$ cat src/sv/assert_macros.svh
// Assertion macros used by the flattener RTL.
// No dependencies; included by modules that carry assertions.
`ifndef ASSERT_MACROS_SVH
`define ASSERT_MACROS_SVH

// Implication checked every cycle outside reset.
`define ASSERT_IMPL(lbl, clk, rst, ante, cons) \
  lbl: assert property (@(posedge clk) disable iff (rst) (ante) |-> (cons)) \
    else $error("assertion failed");

// Next-cycle implication outside reset.
`define ASSERT_NEXT(lbl, clk, rst, ante, cons) \
  lbl: assert property (@(posedge clk) disable iff (rst) (ante) |=> (cons)) \
    else $error("assertion failed");

`endif

$ cat src/sv/cbf_pkg.sv
// Package for the cubic Bezier flattener: types, constants, helpers.
// No dependencies.
package cbf_pkg;

  localparam int MAX_DEPTH_DEF = 6;
  localparam int COORD_W = 16;
  localparam int THRESH_W = 63;
  localparam logic [THRESH_W-1:0] THRESH_RESET = 63'd7;

  typedef logic signed [COORD_W-1:0] coord_t;

  // One curve segment: four control points.
  typedef struct packed {
    coord_t x0, y0, x1, y1, x2, y2, x3, y3;
  } seg_t;

  // Back-end sequencer states.
  typedef enum logic [2:0] {
    ST_IDLE,
    ST_CROSS,
    ST_SQUARE,
    ST_DECIDE,
    ST_EMIT
  } state_t;

  // Floor of (a+b)/2.
  function automatic coord_t mid(input coord_t a, input coord_t b);
    logic signed [COORD_W:0] s;
    s = {a[COORD_W-1], a} + {b[COORD_W-1], b};
    return s[COORD_W:1];
  endfunction

endpackage

$ cat src/sv/cbf_curve_if.sv
// Valid/ready channel interfaces for curves, points and configuration.
// Depends on cbf_pkg.
interface cbf_curve_if;
  logic valid;
  logic ready;
  cbf_pkg::coord_t start_x, start_y, ctrl1_x, ctrl1_y;
  cbf_pkg::coord_t ctrl2_x, ctrl2_y, end_x, end_y;
  modport source (output valid, start_x, start_y, ctrl1_x, ctrl1_y, ctrl2_x,
                  ctrl2_y, end_x, end_y, input ready);
  modport sink (input valid, start_x, start_y, ctrl1_x, ctrl1_y, ctrl2_x,
                ctrl2_y, end_x, end_y, output ready);
endinterface


$ cat src/sv/cbf_front.sv
// Front end: accepts curves into a two-entry queue for the back end.
// Depends on cbf_pkg.
module cbf_front (
  input  logic           clk,
  input  logic           rst,
  cbf_curve_if.sink      curve,
  output logic           q_valid,
  output cbf_pkg::seg_t  q_seg,
  input  logic           q_pop
);
  cbf_pkg::seg_t mem [2];
  logic          wptr, rptr;
  logic [1:0]    count;
  logic          push;

  assign curve.ready = (count != 2'd2);
  assign push        = curve.valid && curve.ready;
  assign q_valid     = (count != 2'd0);
  assign q_seg       = mem[rptr];

  // queue storage
  always_ff @(posedge clk) begin
    if (push) begin
      mem[wptr] <= '{curve.start_x, curve.start_y, curve.ctrl1_x, curve.ctrl1_y,
                     curve.ctrl2_x, curve.ctrl2_y, curve.end_x, curve.end_y};
    end
  end

  // pointers
  always_ff @(posedge clk) begin
    if (rst) begin
      wptr  <= 1'b0;
      rptr  <= 1'b0;
      count <= 2'd0;
    end else begin
      if (push) wptr <= ~wptr;
      if (q_pop && q_valid) rptr <= ~rptr;
      count <= count + 2'(push) - 2'(q_pop && q_valid);
    end
  end
endmodule

$ cat src/flat_wrapper.sv
// flat-port wrapper written by rule: the top's interface ports become plain ports
module cbf_front_flat 
  (clk, rst, q_valid, q_seg, q_pop, curve_valid, curve_start_x, curve_start_y, curve_ctrl1_x, curve_ctrl1_y, curve_ctrl2_x, curve_ctrl2_y, curve_end_x, curve_end_y, curve_ready);
  cbf_curve_if curve_i ();
  input  logic clk;
  input  logic rst;
  output logic q_valid;
  output cbf_pkg::seg_t q_seg;
  input  logic q_pop;
  input wire logic [$bits(curve_i.valid)-1:0] curve_valid;
  input wire logic [$bits(curve_i.start_x)-1:0] curve_start_x;
  input wire logic [$bits(curve_i.start_y)-1:0] curve_start_y;
  input wire logic [$bits(curve_i.ctrl1_x)-1:0] curve_ctrl1_x;
  input wire logic [$bits(curve_i.ctrl1_y)-1:0] curve_ctrl1_y;
  input wire logic [$bits(curve_i.ctrl2_x)-1:0] curve_ctrl2_x;
  input wire logic [$bits(curve_i.ctrl2_y)-1:0] curve_ctrl2_y;
  input wire logic [$bits(curve_i.end_x)-1:0] curve_end_x;
  input wire logic [$bits(curve_i.end_y)-1:0] curve_end_y;
  output wire logic [$bits(curve_i.ready)-1:0] curve_ready;
  assign curve_i.valid = curve_valid;
  assign curve_i.start_x = curve_start_x;
  assign curve_i.start_y = curve_start_y;
  assign curve_i.ctrl1_x = curve_ctrl1_x;
  assign curve_i.ctrl1_y = curve_ctrl1_y;
  assign curve_i.ctrl2_x = curve_ctrl2_x;
  assign curve_i.ctrl2_y = curve_ctrl2_y;
  assign curve_i.end_x = curve_end_x;
  assign curve_i.end_y = curve_end_y;
  assign curve_ready = curve_i.ready;
  cbf_front u_core (.clk(clk), .rst(rst), .curve(curve_i), .q_valid(q_valid), .q_seg(q_seg), .q_pop(q_pop));
endmodule
$ cat config.mk
export PLATFORM = sky130hd
export DESIGN_NAME = cbf_front_flat
export DESIGN_NICKNAME = d
export VERILOG_FILES = /design/src/sv/assert_macros.svh /design/src/sv/cbf_pkg.sv /design/src/sv/cbf_curve_if.sv /design/src/sv/cbf_front.sv /design/src/flat_wrapper.sv
export SDC_FILE = /design/constraint.sdc
export NUM_CORES = 1
export LEC_CHECK = 0
export CAP_MARGIN = 30
export CORE_MARGIN = 2
export CORE_UTILIZATION = 35
export CTS_BUF_LIST = sky130_fd_sc_hd__clkbuf_4 sky130_fd_sc_hd__clkbuf_8
export CTS_CLUSTER_DIAMETER = 40
export CTS_CLUSTER_SIZE = 16
export DETAILED_ROUTE_END_ITERATION = 8
export DONT_BUFFER_PORTS = 1
export PLACE_DENSITY = 0.6
export SYNTH_ARGS = -nofsm -noshare
export SYNTH_HDL_FRONTEND = slang
export SYNTH_SLANG_ARGS = --single-unit
export TNS_END_PERCENT = 20
$ cat constraint.sdc
create_clock -name clk -period 13.2 [get_ports clk]
set_input_delay 2.64 -clock clk [delete_from_list [all_inputs] [get_ports clk]]
set_output_delay 2.64 -clock clk [all_outputs]
set_load 0.1 [all_outputs]
==> results of run 1 <==
final cells by class:
class | instances | area [sq um]
Fill cell | 2394 | 16200
Sequential cell | 261 | 7790
Multi-Input combinational cell | 148 | 1580
Clock buffer | 40 | 532
Tap cell | 341 | 427
Clock inverter | 22 | 262
Timing Repair Buffer | 6 | 61.3
Inverter | 2 | 7.51
state kept, by name, summed over array words and instances, names as in the netlist, named ones only:
register / flops
u_core.rptr: 1
u_core.wptr: 1
u_core.mem: 256
u_core.count: 2
cell families after synthesis:
kind of cell / after synthesis / share of synthesized area [%]
flip-flops: 261 / 81.6
multiplexers: 128 / 15.1
buffers and inverters: 16 / 1.94
AND/OR/NAND/NOR: 14 / 0.786
AO/OA/AOI/OAI: 2 / 0.131
XOR/XNOR: 2 / 0.184
adder cells (fa/ha/maj): 2 / 0.262
routing by layer:
layer  wire length (um)  vias to the layer above  track usage [%]
met5                  0                        -                0
met4                585                        0             5.20
met3               2250                       45             6.55
met2               8420                      202             19.3
met1               5600                     1924             10.8
li1                   -                     1747                -
worst reg2reg max path: cells and delay by family, from the launching register on:
| family | cells | cell delay, ns |
|---|---|---|
| DFF | 1 | 0.36 |
| and+or+nand+nor | 3 | 1.04 |
| buffers and inverters | 2 | 1.39 |
final timing paths:
path,endpoint,slack (ns),startpoint
worst min register to register,u_core.rptr,0.53,u_core.rptr
worst max-delay path,q_seg[37],7.60,register
worst max register to register,u_core.mem[0][126],9.93,u_core.count[0]
worst min-delay path,u_core.rptr,0.53,u_core.rptr
per-stage QoR:
| stage | utilization (%) | instance area, sq um | setup WS (ns) | instances | hold slack [ns] |
|---|---|---|---|---|---|
| global route | 39.7 | 10700 | 7.36 | 820 | 0.574 |
| CTS | 39.7 | 10700 | 7.50 | 820 | 0.537 |
| floorplan | - | 9540 | 4.14 | 425 | 0.471 |
| detailed placement | 36.7 | 9870 | 7.96 | 758 | 0.519 |
| finish | 39.7 | 10700 | 7.60 | 820 | 0.530 |
| global placement | 36.6 | 9840 | 8.08 | 756 | 0.505 |
layout by cell type (no fill, tap or decap), types with 2 or more instances in the layout:
cell / synthesis / routed
edfxtp_1: 256 / 256
mux2_2: 128 / 128
clkbuf_8: 8 / 37
inv_6: 0 / 6
nor2_1: 4 / 4
buf_4: 0 / 4
dfxtp_1: 5 / 4
clkbuf_4: 0 / 3
clkinvlp_4: 0 / 3
bufinv_16: 0 / 3
clkinv_8: 0 / 3
clkinv_2: 0 / 3
nand2b_1: 2 / 2
and2_1: 2 / 2
inv_1: 2 / 2
ha_1: 2 / 2
clkinv_4: 0 / 2
==> metrics.cfg, run 1 <==
[sta]
worst_pin_slew_ns = 0.957
rsz0062_at_grt = false
min_period_ns = 5.60
min_period_over_period_pct = 42.4
fin_worst_skew_ns = 0.0144
max_freq_ghz = 0.179
final_hold_viol_count = 0
setup_viol = 0
tns_ns = 0
relSlewSlack_pct = 36.2
drv_slew = 0

[drt]
drt_iter0_drc = 223
viasPerCell = 4.78
drc = 0
firstDrtPassIters = 6
vias = 3918
wirelength_mm = 16.9
postRouteAntennaNets = 0
avgRoutedWirePerCell_um = 20.6

[clock_network]
cts_setup_buffers = 0
cts_buffer_depth = 3
cts_tree = built
clk_pin_slew_ns = 0.07
clk_latency_ns = 0.51
ctsHoldBuffers = 0
cts-root-buf = clkbuf_8
cts_resized = 0
cts_inserted_buffers = 35
cts_sinks = 261
htreeDepth = 2

[worst_setup_path]
worstSetupPathType = reg -> out
critPathBufInv = 1
cp_slowest_cell = dfxtp_4
rr_worst_depth = 5
path_cells = buf_4 > mux2_2
cp_max_fo = 70
crit_family = flip-flops
critPathLaunchType = register
critPathRequiredTime_ns = 10.56
slowest_delay_ns = 0.84
crit_path_end_kind = primary output
crit_cells = 2
worstPathArrival_ns = 2.96

[final_layout]
drive_above_1_share_pct = 41.3
diodes = 0
area_growth_pct = 11.7
fin_nets = 588

[synth]
ys_seq_area_share_pct = 81.6
ys_warn_count = 0
ys_top_cells_by_count = edfxtp_1, mux2_2, clkbuf_8
synthCells = 425
synth_top_cell_area_share_pct = 80.5
synth_cell_type_count = 19
syn_avg_cell_area_sq_um = 22.5
synth_flop_cell = edfxtp_1
synth_top_area_cell = edfxtp_1
synth_nets = 559
post_synth_instance_area_sq_um = 9540
synth-edff-count = 256
async_flop_share_pct = 0
synth.most_common_cell = edfxtp_1
ys_seq_elements = 261
synth.area.top_cells = edfxtp_1, mux2_2, clkbuf_8, dfxtp_1, buf_6

[global_route]
grt_use_total_pct = 11.2
globalRoute.totalOverflow = 0
antenna_found_initial = 0
grt_pass1_vias = 4266
grt_max_degree = 71
grt_pass1_wl_mm = 24.5

[die]
ios = 262
std_cell_rows = 60
start_util_pct = 35.5
core_area_sq_um = 26900
die_w_um = 169
fp.dieArea_sq_um = 28600
die_y_um = 169

[status]
status = finished clean

[worst_hold_path]
hold_depth = 2
hp-class = reg -> reg

[placed_design]
port_buffers = 0
hpwl_mm = 10.9
gp_congestion = 0.731

[flow_run]
maxCapViolCount = 0

Power of run 1 is not shown: default switching activity piles up to over one toggle a cycle in this logic, so the estimate is an artifact.
==> inputs of run 2 (changes only) <==
--- a/config.mk
+++ b/config.mk
@@ -13,7 +13,7 @@
 export CTS_CLUSTER_SIZE = 16
 export DETAILED_ROUTE_END_ITERATION = 8
 export DONT_BUFFER_PORTS = 1
-export PLACE_DENSITY = 0.6
+export PLACE_DENSITY = 0.62
 export SYNTH_ARGS = -nofsm -noshare
 export SYNTH_HDL_FRONTEND = slang
 export SYNTH_SLANG_ARGS = --single-unit
==> constraint.sdc (replaced) <==
create_clock -name clk -period 4.6 [get_ports clk]
set_input_delay 0.92 -clock clk [delete_from_list [all_inputs] [get_ports clk]]
set_output_delay 0.92 -clock clk [all_outputs]
set_load 0.1 [all_outputs]
==> metrics.cfg, run 2 (synthesis results as in run 1) <==
[status]
status = finished clean

[sta]
relSlewSlack_pct = 41.7  ; +5.6 points
min_period_ns = 3.39
fin_worst_skew_ns = 0.0296  ; +0.0151 ns
max_freq_ghz = 0.295
setup_viol = 0  ; unchanged
worst_pin_slew_ns = 0.874  ; -0.0833 ns
drv_slew = 0  ; unchanged
rsz0062_at_grt = false
final_hold_viol_count = 0  ; unchanged
min_period_over_period_pct = 73.7

[final_layout]
top_regs = u_core.mem: 256 flops, u_core.count: 2 flops
final_common_cell = edfxtp_1
area_growth_pct = 11.8  ; about the same
diodes = 0  ; unchanged
fin_nets = 588  ; unchanged
design_area_sq_um = 10700  ; about the same
largest_reg_flops = 256  ; unchanged
drive_above_1_share_pct = 40.6  ; -0.71 points
top_register = u_core.mem
utilization_pct = 39.7  ; about the same
mostFrequentLayoutCells = edfxtp_1, mux2_2, clkbuf_8

[drt]
vias = 3942  ; +0.61%
postRouteAntennaNets = 0  ; unchanged
avgRoutedWirePerCell_um = 20.8  ; +0.91%
firstDrtPassIters = 4  ; -2
drc = 0  ; unchanged
wirelength_mm = 17.0  ; +1.0%
drt_iter0_drc = 234  ; +4.9%
viasPerCell = 4.80  ; +0.49%

[clock_network]
htreeDepth = 2  ; unchanged
cts_inserted_buffers = 35  ; unchanged
cts_setup_buffers = 0  ; unchanged
cts_resized = 0  ; unchanged
cts-root-buf = clkbuf_8
ctsHoldBuffers = 0  ; unchanged
cts_tree = built
clk_pin_slew_ns = 0.08  ; about the same
cts_sinks = 261  ; unchanged
cts_buffer_depth = 3  ; unchanged
clk_latency_ns = 0.52  ; about the same

[worst_setup_path]
path_cells = buf_12 > mux2_2
critPathLaunchType = register
cp_max_fo = 69  ; -1.4%
critPathBufInv = 1  ; unchanged
worstSetupPathType = reg -> out
worstPathArrival_ns = 2.47  ; -0.49 ns
slowest_delay_ns = 0.87  ; +0.03 ns
critPathRequiredTime_ns = 3.68  ; -6.88 ns
cp_slowest_cell = dfxtp_4
crit_family = flip-flops
crit_path_end_kind = primary output

[global_route]
grt_use_total_pct = 11.3  ; +0.045 points
antenna_found_initial = 0  ; unchanged
grt_max_degree = 75  ; +5.6%
globalRoute.totalOverflow = 0  ; unchanged
grt_pass1_wl_mm = 24.6  ; +0.17%
grt_pass1_vias = 4349  ; +1.9%

[placed_design]
port_buffers = 0  ; unchanged
gp_congestion = 0.739  ; +1.1%
dpl_cell_area_sq_um = 9870  ; about the same

[die]
core_area_sq_um = 26900  ; unchanged
std_cell_rows = 60  ; unchanged
ios = 262  ; unchanged
die_y_um = 169  ; unchanged
fp.dieArea_sq_um = 28600  ; unchanged
die_w_um = 169  ; unchanged
start_util_pct = 35.5  ; unchanged

[flow_run]
maxCapViolCount = 0  ; unchanged

[worst_hold_path]
hp-class = in -> reg

[run 2: cell types whose count changed in the layout (fill, tap and decap cells not counted)]
cell | before | now
buf_1 | 1 | 0
buf_12 | 0 | 2
buf_4 | 4 | 3
bufinv_16 | 3 | 2
clkbuf_4 | 3 | 1
clkinv_1 | 1 | 6
clkinv_2 | 3 | 1
clkinv_4 | 2 | 3
clkinvlp_4 | 3 | 1
inv_6 | 6 | 7
inv_8 | 1 | 2
[run 2: area by class of cell]
cell class	instances	area (sq um)
inverters	2	7.51
flip-flops and latches	261	7790
clock buffers	38	517
clock inverters	25	254
fillers	2365	16200
well taps	341	427
multi-input cells	148	1580
repair buffers	6	90.1
[run 2: per-layer routing]
metal  part of all wire, %  up-vias  routed length [um]  track usage, %
li1                      -     1753                   -               -
met1                    33     1936                5590            10.8
met2                    51      201                8630            19.3
met3                    13       52                2150            6.41
met4                   3.9        0                 671            5.76
met5                     0        -                   0               0
[run 2: final timing paths]
path / depth (start not counted) / slack [ns] / end / from
worst min register to register: 2 / 0.53 / register / u_core.rptr
worst max register to register: 4 / 2.13 / u_core.mem[1][89] / u_core.count[0]
worst max-delay path: 2 / 1.21 / q_seg[28] / register
worst min-delay path: 1 / 0.45 / register / rst
[run 2: per-stage QoR]
stage / worst slack (ns) / TNS, ns / hold WS, ns / std cells
floorplan: -0.193 / -24.68 / 0.481 / 425
global placement: 1.77 / 0 / 0.498 / 757
detailed placement: 1.69 / 0 / 0.515 / 757
CTS: 1.08 / 0 / 0.401 / 820
global route: 1.04 / 0 / 0.408 / 821
finish: 1.21 / 0 / 0.450 / 821
Power of run 2 is left out for the same reason.
